===== src/rtl/core/assert_macros.svh =====
// assertion helpers
`ifndef ASSERT_MACROS_SVH
`define ASSERT_MACROS_SVH

`define ASSERT_IMPLY(label, clk, rst_n, a, c) \
    label: assert property (@(posedge clk) disable iff (!rst_n) (a) |-> (c)) \
        else $error("assertion failed");

`define ASSERT_NEXT(label, clk, rst_n, a, c) \
    label: assert property (@(posedge clk) disable iff (!rst_n) (a) |=> (c)) \
        else $error("assertion failed");

`endif


===== src/rtl/core/cawt_pkg.sv =====
package cawt_pkg;

    localparam int FRAME_WINDOW = 3;
    localparam int MAX_CHUNKS   = 128;
    localparam int WIN_W        = $clog2(FRAME_WINDOW + 1);
    localparam int CNT_W        = $clog2(MAX_CHUNKS + 1);

    localparam logic [1:0] REG_ENABLE = 2'd0;
    localparam logic [1:0] REG_CHUNKS0 = 2'd1;
    localparam logic [1:0] REG_CHUNKS1 = 2'd2;
    localparam logic [1:0] REG_IDLE = 2'd3;

    localparam logic [2:0] V_ACCEPT   = 3'd0;
    localparam logic [2:0] V_INVALID  = 3'd1;
    localparam logic [2:0] V_STALE    = 3'd2;
    localparam logic [2:0] V_OVERFLOW = 3'd3;
    localparam logic [2:0] V_IGNORED  = 3'd4;

    typedef struct packed {
        logic        header_ok;
        logic [31:0] session_id;
        logic [31:0] frame_id;
        logic        mode;
        logic [6:0]  chunk_index;
        logic [31:0] now_ms;
        logic        same_endpoint;
        logic        slot_free;
    } t_in;

    typedef struct packed {
        logic [2:0]  verdict;
        logic        new_session;
        logic        tail_feedback;
        logic [31:0] latest_rx_frame;
        logic [31:0] latest_complete_frame;
        logic [31:0] rx_count;
        logic [31:0] accepted_count;
        logic [31:0] overflow_count;
        logic [31:0] invalid_count;
        logic [31:0] stale_count;
    } t_out;

    // classified item handed from front to back
    typedef struct packed {
        t_in         item;
        logic        ignored;
        logic        bad;
        logic [7:0]  expected;
    } t_cls;

    function automatic logic is_newer(input logic [31:0] a, input logic [31:0] b);
        logic [31:0] d;
        d = a - b;
        return (d != 32'd0) && !d[31];
    endfunction

    function automatic logic [7:0] clamp_chunks(input logic [7:0] c);
        if (c == 8'd0) return 8'd1;
        if (c > 8'(MAX_CHUNKS)) return 8'(MAX_CHUNKS);
        return c;
    endfunction

endpackage


===== src/rtl/core/chunk_admission_window_tracker.sv =====
// result path: input accept, then the queue stage, then the result register
// throughput: one item per cycle while the output is taken, set by the back-end window update
// the two-entry queue lets the front accept while a result waits
// reset: synchronous active low; clears session, window flags, counters, pointers
`include "assert_macros.svh"
module chunk_admission_window_tracker
    import cawt_pkg::*;
(
    input  logic        i_clk,
    input  logic        i_rst_n,
    input  logic        i_valid,
    output logic        o_ready,
    input  t_in         i_data,
    output logic        o_valid,
    input  logic        i_ready,
    output t_out        o_data,
    input  logic        i_cfg_valid,
    output logic        o_cfg_ready,
    input  logic [1:0]  i_cfg_index,
    input  logic [31:0] i_cfg_data
);

    logic        r_enable;
    logic [7:0]  r_chunks0, r_chunks1;
    logic [15:0] r_idle;
    logic        q_valid, q_ready;
    t_cls        q_cls;

    assign o_cfg_ready = 1'b1;

    always_ff @(posedge i_clk) begin
        if (!i_rst_n) begin
            r_enable <= 1'b0;
            r_chunks0 <= 8'd64;
            r_chunks1 <= 8'd128;
            r_idle <= 16'd250;
        end else if (i_cfg_valid) begin
            unique case (i_cfg_index)
                REG_ENABLE:  r_enable <= i_cfg_data[0];
                REG_CHUNKS0: r_chunks0 <= i_cfg_data[7:0];
                REG_CHUNKS1: r_chunks1 <= i_cfg_data[7:0];
                REG_IDLE:    r_idle <= i_cfg_data[15:0];
                default:     r_idle <= r_idle;
            endcase
        end
    end

    cawt_front u_front (
        .i_clk(i_clk), .i_rst_n(i_rst_n),
        .i_valid(i_valid), .o_ready(o_ready), .i_item(i_data),
        .i_enable(r_enable), .i_chunks0(r_chunks0), .i_chunks1(r_chunks1),
        .o_valid(q_valid), .i_ready(q_ready), .o_cls(q_cls)
    );

    cawt_back u_back (
        .i_clk(i_clk), .i_rst_n(i_rst_n),
        .i_valid(q_valid), .o_ready(q_ready), .i_cls(q_cls),
        .i_idle_ms(r_idle),
        .o_valid(o_valid), .i_ready(i_ready), .o_item(o_data)
    );

    `ASSERT_IMPLY(a_tail_acc, i_clk, i_rst_n, o_valid && o_data.tail_feedback, o_data.verdict == V_ACCEPT)
    `ASSERT_IMPLY(a_ign_clean, i_clk, i_rst_n, o_valid && o_data.verdict == V_IGNORED, !o_data.new_session)
    `ASSERT_NEXT(a_out_hold, i_clk, i_rst_n, o_valid && !i_ready, o_valid)

endmodule


===== src/rtl/core/cawt_front.sv =====
module cawt_front
    import cawt_pkg::*;
(
    input  logic        i_clk,
    input  logic        i_rst_n,
    input  logic        i_valid,
    output logic        o_ready,
    input  t_in         i_item,
    input  logic        i_enable,
    input  logic [7:0]  i_chunks0,
    input  logic [7:0]  i_chunks1,
    output logic        o_valid,
    input  logic        i_ready,
    output t_cls        o_cls
);

    t_cls r_q [2];
    logic r_wp, r_rp;
    logic [1:0] r_cnt;
    t_cls n_cls;
    logic push, pop;

    always_comb begin
        n_cls.item = i_item;
        n_cls.expected = clamp_chunks(i_item.mode ? i_chunks1 : i_chunks0);
        n_cls.ignored = !i_enable;
        n_cls.bad = !i_item.header_ok || ({1'b0, i_item.chunk_index} >= n_cls.expected);
    end

    assign o_ready = (r_cnt != 2'd2);
    assign push = i_valid && o_ready;
    assign o_valid = (r_cnt != 2'd0);
    assign pop = o_valid && i_ready;
    assign o_cls = r_q[r_rp];

    always_ff @(posedge i_clk) begin
        if (!i_rst_n) begin
            r_wp <= 1'b0;
            r_rp <= 1'b0;
            r_cnt <= 2'd0;
        end else begin
            if (push) r_wp <= ~r_wp;
            if (pop) r_rp <= ~r_rp;
            r_cnt <= r_cnt + {1'b0, push} - {1'b0, pop};
        end
        if (push) r_q[r_wp] <= n_cls;
    end

endmodule


===== src/rtl/core/cawt_back.sv =====
module cawt_back
    import cawt_pkg::*;
(
    input  logic        i_clk,
    input  logic        i_rst_n,
    input  logic        i_valid,
    output logic        o_ready,
    input  t_cls        i_cls,
    input  logic [15:0] i_idle_ms,
    output logic        o_valid,
    input  logic        i_ready,
    output t_out        o_item
);

    logic              r_sv;
    logic [31:0]       r_sess;
    logic              r_mode;
    logic [31:0]       r_last;
    logic              r_tv;
    logic [31:0]       r_newest;
    logic [FRAME_WINDOW-1:0] r_ev;
    logic [31:0]       r_ef [FRAME_WINDOW];
    logic [MAX_CHUNKS-1:0] r_em [FRAME_WINDOW];
    logic [7:0]        r_ec [FRAME_WINDOW];
    logic [CNT_W-1:0]  r_pc [FRAME_WINDOW];
    logic [31:0]       r_nrx, r_ncp;
    logic [31:0]       r_c [5];
    logic              r_ov;
    t_out              r_out;

    // combinational step
    logic              clr, acc, go;
    logic [2:0]        verd;
    logic              nsess, tail;
    logic [31:0]       frame;
    logic [6:0]        ck;
    logic [31:0]       nt;
    logic [FRAME_WINDOW-1:0] ev_b;
    logic              hit, found;
    logic [WIN_W-1:0]  hi, fi, oi, sel;
    logic              fv, ov;
    logic [31:0]       oage, age;
    logic              have, stale_w;
    logic [MAX_CHUNKS-1:0] m_new;
    logic [CNT_W-1:0]  p_new;
    logic [31:0]       nrx, ncp;
    logic [31:0]       c [5];
    logic              fresh, allowed;

    assign go = i_valid && o_ready;
    assign o_ready = !r_ov || i_ready;
    assign o_valid = r_ov;
    assign o_item = r_out;

    always_comb begin
        frame = i_cls.item.frame_id;
        ck = i_cls.item.chunk_index;
        verd = V_ACCEPT;
        nsess = 1'b0;
        tail = 1'b0;
        clr = 1'b0;
        acc = 1'b0;
        nt = r_newest;
        ev_b = r_ev;
        hit = 1'b0; hi = '0; fv = 1'b0; fi = '0; ov = 1'b0; oi = '0; oage = '0;
        age = '0; sel = '0; found = 1'b0; have = 1'b0; stale_w = 1'b0;
        m_new = '0; p_new = '0;
        nrx = r_nrx; ncp = r_ncp;
        for (int k = 0; k < 5; k++) c[k] = r_c[k];
        fresh = !r_sv || i_cls.item.session_id != r_sess;
        allowed = (ck == 7'd0) && (!r_sv || frame == 32'd0
                  || (i_cls.item.now_ms - r_last) >= {16'd0, i_idle_ms});
        if (i_cls.ignored) begin
            verd = V_IGNORED;
        end else if (i_cls.bad) begin
            c[3] = r_c[3] + 32'd1;
            verd = V_INVALID;
        end else begin
            if (fresh) begin
                if (!allowed) begin
                    c[4] = r_c[4] + 32'd1;
                    verd = V_STALE;
                end else begin
                    clr = 1'b1;
                    nsess = 1'b1;
                    for (int k = 0; k < 5; k++) c[k] = '0;
                    nrx = '1; ncp = '1;
                    ev_b = '0;
                    nt = frame;
                end
            end else if (!i_cls.item.same_endpoint || i_cls.item.mode != r_mode) begin
                c[4] = r_c[4] + 32'd1;
                verd = V_STALE;
            end
            if (verd == V_ACCEPT) begin
                c[0] = c[0] + 32'd1;
                if (!clr && r_tv && frame != r_newest) begin
                    if (is_newer(frame, r_newest)) nt = frame;
                    else if ((r_newest - frame) >= 32'(FRAME_WINDOW)) stale_w = 1'b1;
                end else if (!clr && !r_tv) begin
                    nt = frame;
                end
                if (!stale_w) begin
                    // entries scanned in order, aged ones dropped up to the match
                    for (int i = 0; i < FRAME_WINDOW; i++) begin
                        if (!hit) begin
                            age = nt - r_ef[i];
                            if (ev_b[i] && r_ef[i] == frame) begin
                                hit = 1'b1;
                                hi = WIN_W'(i);
                            end else if (!ev_b[i]) begin
                                fv = 1'b1; fi = WIN_W'(i);
                            end else if (age >= 32'(FRAME_WINDOW)) begin
                                ev_b[i] = 1'b0;
                                fv = 1'b1; fi = WIN_W'(i);
                            end else if (!ov || age > oage) begin
                                ov = 1'b1; oi = WIN_W'(i); oage = age;
                            end
                        end
                    end
                    found = hit || fv || ov;
                    sel = hit ? hi : (fv ? fi : oi);
                    if (found && !hit) ev_b[sel] = 1'b1;
                end
                if (!found) begin
                    c[4] = c[4] + 32'd1;
                    verd = V_STALE;
                end else begin
                    if (hit) begin
                        m_new = r_em[sel];
                        p_new = r_pc[sel];
                    end
                    have = m_new[ck];
                    if ((hit ? r_ec[sel] : i_cls.expected) != i_cls.expected || have) begin
                        c[4] = c[4] + 32'd1;
                        verd = V_STALE;
                    end else if (!i_cls.item.slot_free) begin
                        c[2] = c[2] + 32'd1;
                        verd = V_OVERFLOW;
                    end else begin
                        acc = 1'b1;
                        m_new[ck] = 1'b1;
                        p_new = p_new + CNT_W'(1);
                        if (nrx == '1 || frame == nrx || is_newer(frame, nrx)) nrx = frame;
                        if ({{(8-CNT_W+1){1'b0}}, p_new} == {1'b0, i_cls.expected}
                            && (ncp == '1 || is_newer(frame, ncp))) ncp = frame;
                        c[1] = c[1] + 32'd1;
                        tail = ({1'b0, ck} + 8'd1) == i_cls.expected;
                    end
                end
            end
        end
    end

    always_ff @(posedge i_clk) begin
        if (!i_rst_n) begin
            r_sv <= 1'b0; r_sess <= '0; r_mode <= 1'b0; r_last <= '0;
            r_tv <= 1'b0; r_newest <= '0; r_ev <= '0;
            r_nrx <= '1; r_ncp <= '1; r_ov <= 1'b0;
            for (int k = 0; k < 5; k++) r_c[k] <= '0;
        end else begin
            r_ov <= go || (r_ov && !i_ready);
            if (go) begin
                if (nsess) begin
                    r_sv <= 1'b1;
                    r_sess <= i_cls.item.session_id;
                    r_mode <= i_cls.item.mode;
                end
                if (!i_cls.ignored && !i_cls.bad && (nsess || !fresh)
                    && (nsess || (i_cls.item.same_endpoint && i_cls.item.mode == r_mode))) begin
                    r_tv <= 1'b1;
                    r_newest <= nt;
                    r_ev <= ev_b;
                end
                if (acc) r_last <= i_cls.item.now_ms;
                r_nrx <= nrx; r_ncp <= ncp;
                for (int k = 0; k < 5; k++) r_c[k] <= c[k];
            end
        end
        if (go && found) begin
            r_ef[sel] <= frame;
            r_ec[sel] <= hit ? r_ec[sel] : i_cls.expected;
            r_em[sel] <= acc ? m_new : (hit ? r_em[sel] : '0);
            r_pc[sel] <= acc ? p_new : (hit ? r_pc[sel] : '0);
        end
        if (go) begin
            r_out.verdict <= verd;
            r_out.new_session <= nsess;
            r_out.tail_feedback <= tail;
            r_out.latest_rx_frame <= nrx;
            r_out.latest_complete_frame <= ncp;
            r_out.rx_count <= c[0];
            r_out.accepted_count <= c[1];
            r_out.overflow_count <= c[2];
            r_out.invalid_count <= c[3];
            r_out.stale_count <= c[4];
        end
    end

endmodule

===== config.mk =====
export PLATFORM = sky130hd
export DESIGN_NAME = chunk_admission_window_tracker
export DESIGN_NICKNAME = d
export VERILOG_FILES = /design/src/rtl/core/cawt_pkg.sv /design/src/rtl/core/chunk_admission_window_tracker.sv /design/src/rtl/core/cawt_front.sv /design/src/rtl/core/cawt_back.sv
export VERILOG_INCLUDE_DIRS = /design/src /design/src/rtl/core
export SDC_FILE = /design/constraint.sdc
export NUM_CORES = 2
export LEC_CHECK = 0
export BUFFER_PORTS_ARGS = -buffer_cell sky130_fd_sc_hd__buf_2
export CAP_MARGIN = 20
export CORE_MARGIN = 2
export CORE_UTILIZATION = 40
export CTS_BUF_LIST = sky130_fd_sc_hd__clkbuf_8
export DETAILED_ROUTE_END_ITERATION = 10
export PLACE_DENSITY_LB_ADDON = 0.25
export SLEW_MARGIN = 20
export SYNTH_ARGS = -nofsm -noshare
export SYNTH_HDL_FRONTEND = slang
export SYNTH_SLANG_ARGS = --single-unit

===== constraint.sdc =====
create_clock -name i_clk -period 74.9 [get_ports i_clk]
set_clock_uncertainty 0.05 [all_clocks]
set_input_delay 7.49 -clock i_clk [delete_from_list [all_inputs] [get_ports i_clk]]
set_output_delay 7.49 -clock i_clk [all_outputs]
set_load 0.01 [all_outputs]

# Word-level counts from Yosys, hierarchy flattened
# Memory sizes are Yosys's and may differ from the RTL's. A register that Yosys moved wholly into a read port is not among the register bits.
# Index checks and enable logic that the tools add are counted.
dict set report word_totals {
  elab_cells 470
  regBits 433
  n_memories 6
  mem_bits_rw 922
  inputBits 146
  out_inout_bits 232
}
dict set report classes {
  eq_ne 19
  n_addsub 18
  n_reduce_logical 77
  n_mux 295
  magnitude_cmp 13
  bitwise 14
}
# name words width read_ports rd_clocked_by_memory_dff wr line
set memory_table {}
lappend memory_table {u_back.r_em 3 128 1 0 1 cawt_back.sv:23} ;# logic [MAX_CHUNKS-1:0] r_em [FRAME_WINDOW];
lappend memory_table {u_front.r_q 2 117 1 1 1 cawt_front.sv:17} ;# t_cls r_q [2];
lappend memory_table {u_back.r_c 5 32 5 0 5 cawt_back.sv:27} ;# logic [31:0] r_c [5];
lappend memory_table {u_back.r_ef 3 32 3 0 1 cawt_back.sv:22} ;# logic [31:0] r_ef [FRAME_WINDOW];
lappend memory_table {u_back.r_ec 3 8 1 0 1 cawt_back.sv:24} ;# logic [7:0] r_ec [FRAME_WINDOW];
lappend memory_table {u_back.r_pc 3 8 1 0 1 cawt_back.sv:25} ;# logic [CNT_W-1:0] r_pc [FRAME_WINDOW];
# op count
set op_table {}
lappend op_table {{two-way mux 128 bit} 17}
lappend op_table {{two-way mux 32 bit} 64}
lappend op_table {{subtractor 32 bit} 8}
lappend op_table {{adder 32 x 1 -> 32 bit (second input constant)} 6}
lappend op_table {{two-way mux 96 bit} 2}
lappend op_table {{two-way mux 160 bit} 1}
lappend op_table {{two-way mux 8 bit} 20}
lappend op_table {{two-way mux 1 bit} 129}
lappend op_table {{equality test 32 bit} 4}
lappend op_table {{greater-or-equal comparator 32 x 2 -> 1 bit (second input constant)} 4}
lappend op_table {{two-way mux 64 bit} 2}
lappend op_table {{bitwise OR 128 bit} 1}
lappend op_table {{nonzero test 32 bit} 3}
lappend op_table {{two-way mux 2 bit} 42}
lappend op_table {{equality test 32 bit (second input constant)} 2}
lappend op_table {{greater-than comparator 32 bit} 2}
lappend op_table {{inequality test 32 bit} 2}
lappend op_table {{two-way mux 3 bit} 15}
lappend op_table {{greater-or-equal comparator 32 x 16 -> 1 bit} 1}
lappend op_table {{zero test 32 bit} 1}
lappend op_table {{logical AND 1 bit} 22}
lappend op_table {{AND reduction 2 bit} 9}
lappend op_table {{zero test 1 bit} 17}
lappend op_table {{logical OR 1 bit} 17}
lappend op_table {{32 further kinds} 45}

# Logic depth before layout (Yosys ltp)
# An unclocked memory read counts as a cell.
dict set report depth {
  ltp_word 68
  ltp_mapped 95
}

# Cells and area by module
# A second synthesis with hierarchy kept.
dict set report hier_totals {
  cells_unflattened 7717
  hier_area_um2 78512.8
}
# mod cells_per_inst instances seq_area_each_um2 area_each_um2
set by_module_without_submodules {}
lappend by_module_without_submodules {cawt_back 7145 1 30879.6 68164.1}
lappend by_module_without_submodules {cawt_front 435 1 7126.8 9022.4}
lappend by_module_without_submodules {chunk_admission_window_tracker 137 1 660.6 1326.3}

# Least setup slack after synthesis
# OpenSTA, ideal clock, no wires.
dict set report synth_timing {
  path_type {flip-flop to flip-flop}
  startpoint {register with a tool-made name}
  endpoint {memory u_back.r_em[0][0], enable pin}
  setup_slack_ns 49.642
  setup_ns 0.677
  path_buffers 13
  arrival_time_ns 24.532
  t_required_ns 74.173
  stages_incl_launch_ff 89
  path_cell_list {dfxtp_1 buf_2 buf_2 buf_2 clkbuf_1 clkbuf_1 clkbuf_1 buf_1 mux2_2 ha_1 a21o_1 or3_1 o21ai_1 nand2_1 a31oi_1 xnor2_1 ha_1 and4_1 [53 not listed] a2111oi_1 a211o_1 o211a_4 o311a_1 buf_4 nor2_2 buf_6 buf_6 o221a_1 a22oi_1 o221ai_1 o31ai_2 o2111a_1 nand2_2 clkbuf_1 nand3_1 nand2_1 a21oi_1}
}
# element line
set synth_lines {}
lappend synth_lines {{to (decl)} cawt_back.sv:23}

==> impl_metrics.csv <==
group,metric,value,unit
status,outcome,"finished clean",
synthesis,synthArstFlopShare,0,%
global_route,gr-usage-all-layers,26.1,%
clocking,cts_root_buffer,"clkbuf_8",
synthesis,yosys_register_bits,1354,
global_route,antenna_found_initial,39,
route,wl_per_cell,24.6,um
timing,fmax,40.4,MHz
place,portBuffers,360,
timing,fin_crit,24.72,ns
clocking,cts_buffer_depth,3,
floorplanning,core_area,197000,sq um
layout,areaGrowthSynthToFinish,12.3,%
timing,setup_viol,0,
timing,rsz0062_at_grt,"false",
critical_path,reg2reg_depth,82,
critical_path,path_buf_inv,8,
floorplanning,chipHeight,449,um
synthesis,yosys-top-cells-area,"edfxtp_1, ha_1, dfxtp_1, a21oi_1, nor2_1",
critical_path,cp_data_arrival_time,25.27,ns
floorplanning,die_x,449,um
floorplanning,ioPinCount,378,
global_route,overflow,0,
clocking,cts_buffers,222,
clocking,clkSinkCount,1354,
layout,nets,8820,
critical_path,reg2reg_slack,50.18,ns
synthesis,synth_compound_area_share,18.3,%
clocking,holdBufCountCts,0,
timing,fin_crit_sh,33.0,%
clocking,clock_latency,1.02,ns
synthesis,yosys.area_share.simple,16.7,%
critical_path,start_kind,"register",
critical_path,cp.depth,82,
power,p_per_area,28.7,nW/um^2
synthesis,synth_top_area_share,43.6,%
critical_path,cp_top_family,"compound AO/OA/AOI/OAI gates",
clocking,ctsResizeCount,0,
clocking,htree_levels,4,
route,drc,0,
route,detail_route.wirelength,275000,um
route,ant_nets,0,
floorplanning,die-area,202000,sq um
clocking,cts_tree,"built",
synthesis,synth_cells,7876,
route,routed_via_density,5.98,
synthesis,synth_ff_type,"edfxtp_1",
route,vias,66800,
synthesis,synth-edff-count,1149,
route,drt_pass1_iterations,6,
min_path,hold_path_class,"register to register",
critical_path,critPathCaptureType,"register",
min_path,worstHoldStart,"r_idle[10]",
synthesis,synthMuxAreaShare,2.72,%
synthesis,synth_fa_ha_area_share,5.65,%
job,maxCapViolCount,0,
global_route,grt_max_degree,167,
critical_path,crit_path_end,"u_back.r_em[2][80]",
critical_path,worst_path_max_delay_cell,"buf_4",
clocking,clk_pin_slew_worst_paths,0.06,ns
timing,tightest_slew,1.37,ns
critical_path,crit_type,"register to register",
floorplanning,start_util,40.2,%
synthesis,synth_top_family_by_area,"compound AO/OA/AOI/OAI gates",
critical_path,critPathMaxFanout,62,
place,gp_congestion,0.955,
layout,nFillCells,18800,
synthesis,synth_xor_area_share,4.05,%
power,ir_worst_vdd,0.0315,mV
global_route,grt_pass1_vias,62900,
clocking,post_cts_buffers,0,
synthesis,ys_types,125,
floorplanning,rows,163,
synthesis,yosys_warnings,0,
global_route,grt_pass1_wl,404000,um
critical_path,reg2reg_to,"u_back.r_em[2][80]",
timing,maxSlewHeadroom,6.32,%
timing,fin_setup_tns,0,ns
power,leakagePower,31.7,nW
critical_path,worstPathRequired,75.45,ns
timing,hold_violations,0,
place,dp_hpwl,189000,um
synthesis,syn_area,79200,sq um
synthesis,avgSynthCellArea,10.1,sq um
route,drt_iter0_drc,7585,
synthesis,synth_seq_area_share,48.7,%
timing,slew_viol_final,0,
timing,worst_hold_slack,0.419,ns
critical_path,critPathMaxStageDelay,0.91,ns
layout,drive_gt1_share,13.0,%
synthesis,synth.largest_area_cell,"edfxtp_1",
[sequential cells by signal, summed over array words and instances, names as in the netlist, 2 cells and up, named ones only]
name and flops:
u_back.r_em 384, u_front.r_q 232, u_back.o_item 229, u_back.r_c 160
u_back.r_ef 96, u_back.r_last 32, u_back.r_ncp 32, u_back.r_newest 32
u_back.r_nrx 32, u_back.r_sess 32, u_back.r_ec 24, u_back.r_pc 24
r_idle 16, r_chunks0 8, r_chunks1 8, u_back.r_ev 3
u_front.r_cnt 2
[metrics by stage]
step | power, mW | utilization (%) | std cells | instance area, sq um | worst slack, ns
after CTS | 2.55 | 45.1 | 11100 | 88900 | 49.95
after global placement | 1.90 | 42.9 | 10700 | 84600 | 49.56
final | 2.56 | 45.2 | 11200 | 89000 | 50.18
after global routing | 2.68 | 45.2 | 11200 | 89000 | 49.15
after detailed placement | 1.91 | 42.9 | 10700 | 84600 | 50.06
after floorplan | 1.59 | - | 7936 | 79400 | 49.64
[synthesized netlist by cell type (25+ instances only)]
cell	count
a211oi_1	47
a21boi_0	70
a21o_1	97
a21oi_1	607
a22oi_1	27
a31oi_1	73
and2_1	154
and3_1	96
buf_1	25
buf_2	89
clkbuf_1	253
dfxtp_1	205
edfxtp_1	1149
ha_1	348
inv_1	354
mux2_2	64
mux2i_1	135
nand2_1	712
nand2b_1	71
nand3_1	172
nand4_1	139
nor2_1	728
nor2b_1	75
nor3_1	191
nor3b_1	25
nor4_1	117
o2111ai_1	28
o211a_1	57
o211ai_1	84
o21a_1	65
o21ai_0	410
o21ai_1	47
o21bai_1	25
o221ai_1	33
o22a_1	49
o22ai_1	40
o31ai_1	42
or2_2	33
or3_1	78
or4_1	27
xnor2_1	277
xor2_1	84
[worst reg2reg max path, delay by kind of cell (launching register included)]
kind / cells / cell delay [ns]
xor gates and xnor gates: 1 / 0.14
and+or+nand+nor: 28 / 6.53
AOI/OAI and AO/OA: 39 / 11.10
DFF: 1 / 0.49
muxes: 1 / 0.47
adders and majority gates: 5 / 1.65
buffers and inverters: 8 / 3.92
[layout make-up]
| cell class | count | area [sq um] | area share, % |
|---|---|---|---|
| repair buffers | 548 | 3270 | 3.68 |
| multi-input cells | 5837 | 38100 | 42.8 |
| well taps | 2640 | 3300 | 3.71 |
| inverters | 357 | 1350 | 1.52 |
| diodes | 17 | 42.5 | 0.0478 |
| flip-flops and latches | 1354 | 38600 | 43.4 |
| clock buffers | 232 | 3190 | 3.59 |
| clock inverters | 184 | 1110 | 1.25 |
[metal layers]
metal | vias to the layer above | share of wire, % | routed length [um] | GRT usage [%]
li1 | 30300 | - | - | -
met1 | 32700 | 41 | 113000 | 34.8
met2 | 3154 | 46 | 126000 | 41.7
met3 | 572 | 9.2 | 25300 | 5.04
met4 | 16 | 3.9 | 10700 | 10.4
met5 | - | 0.033 | 92 | 0
[cell usage in the layout, fill, tap and decap left out, types with 71 or more instances in the layout]
cell / instances
edfxtp_1: 1149
o211ai_1: 84
o21ai_0: 408
and3_1: 95
or3_1: 77
clkbuf_8: 232
nor2_1: 710
nand4_1: 139
nand2_1: 705
inv_1: 419
nand3_1: 172
and2_1: 153
xnor2_1: 277
buf_4: 185
nor3_1: 190
a31oi_1: 72
a21oi_1: 600
buf_2: 359
nor4_1: 114
dfxtp_1: 204
mux2i_1: 134
ha_1: 348
xor2_1: 84
a21o_1: 97
nor2b_1: 75
nand2b_1: 71
[worst min-delay path by stage]
stage,to,slack (ns),cells after the start
5_1_grt,r_idle[10],0.45,2
6_report,r_idle[10],0.42,2
3_3_place_gp,r_chunks1[7],0.40,2
2_1_floorplan,r_chunks1[7],0.39,2
3_5_place_dp,r_chunks1[7],0.41,2
4_1_cts,r_chunks1[7],0.42,2
[power by group]
part           leakage (nW)  total [mW]  switching [mW]  internal [mW]
logic                  17.8       0.916           0.611          0.305
clock network          2.44       0.640           0.320          0.321
registers              11.5        1.00          0.0540          0.948
total                  31.7        2.56           0.984           1.57
[kinds of logic (layout without fill, tap and decap cells)]
kind of cell             after synthesis  in the layout
AO/OA/AOI/OAI                       2145           2145
flip-flops                          1354           1354
multiplexers                         205            205
XOR/XNOR                             363            363
adder cells (fa/ha/maj)              354            354
other                                  1             78
AND/OR/NAND/NOR                     2709           2709
buffers and inverters                745           1321
Note: power is estimated with default switching activity, not from simulation.
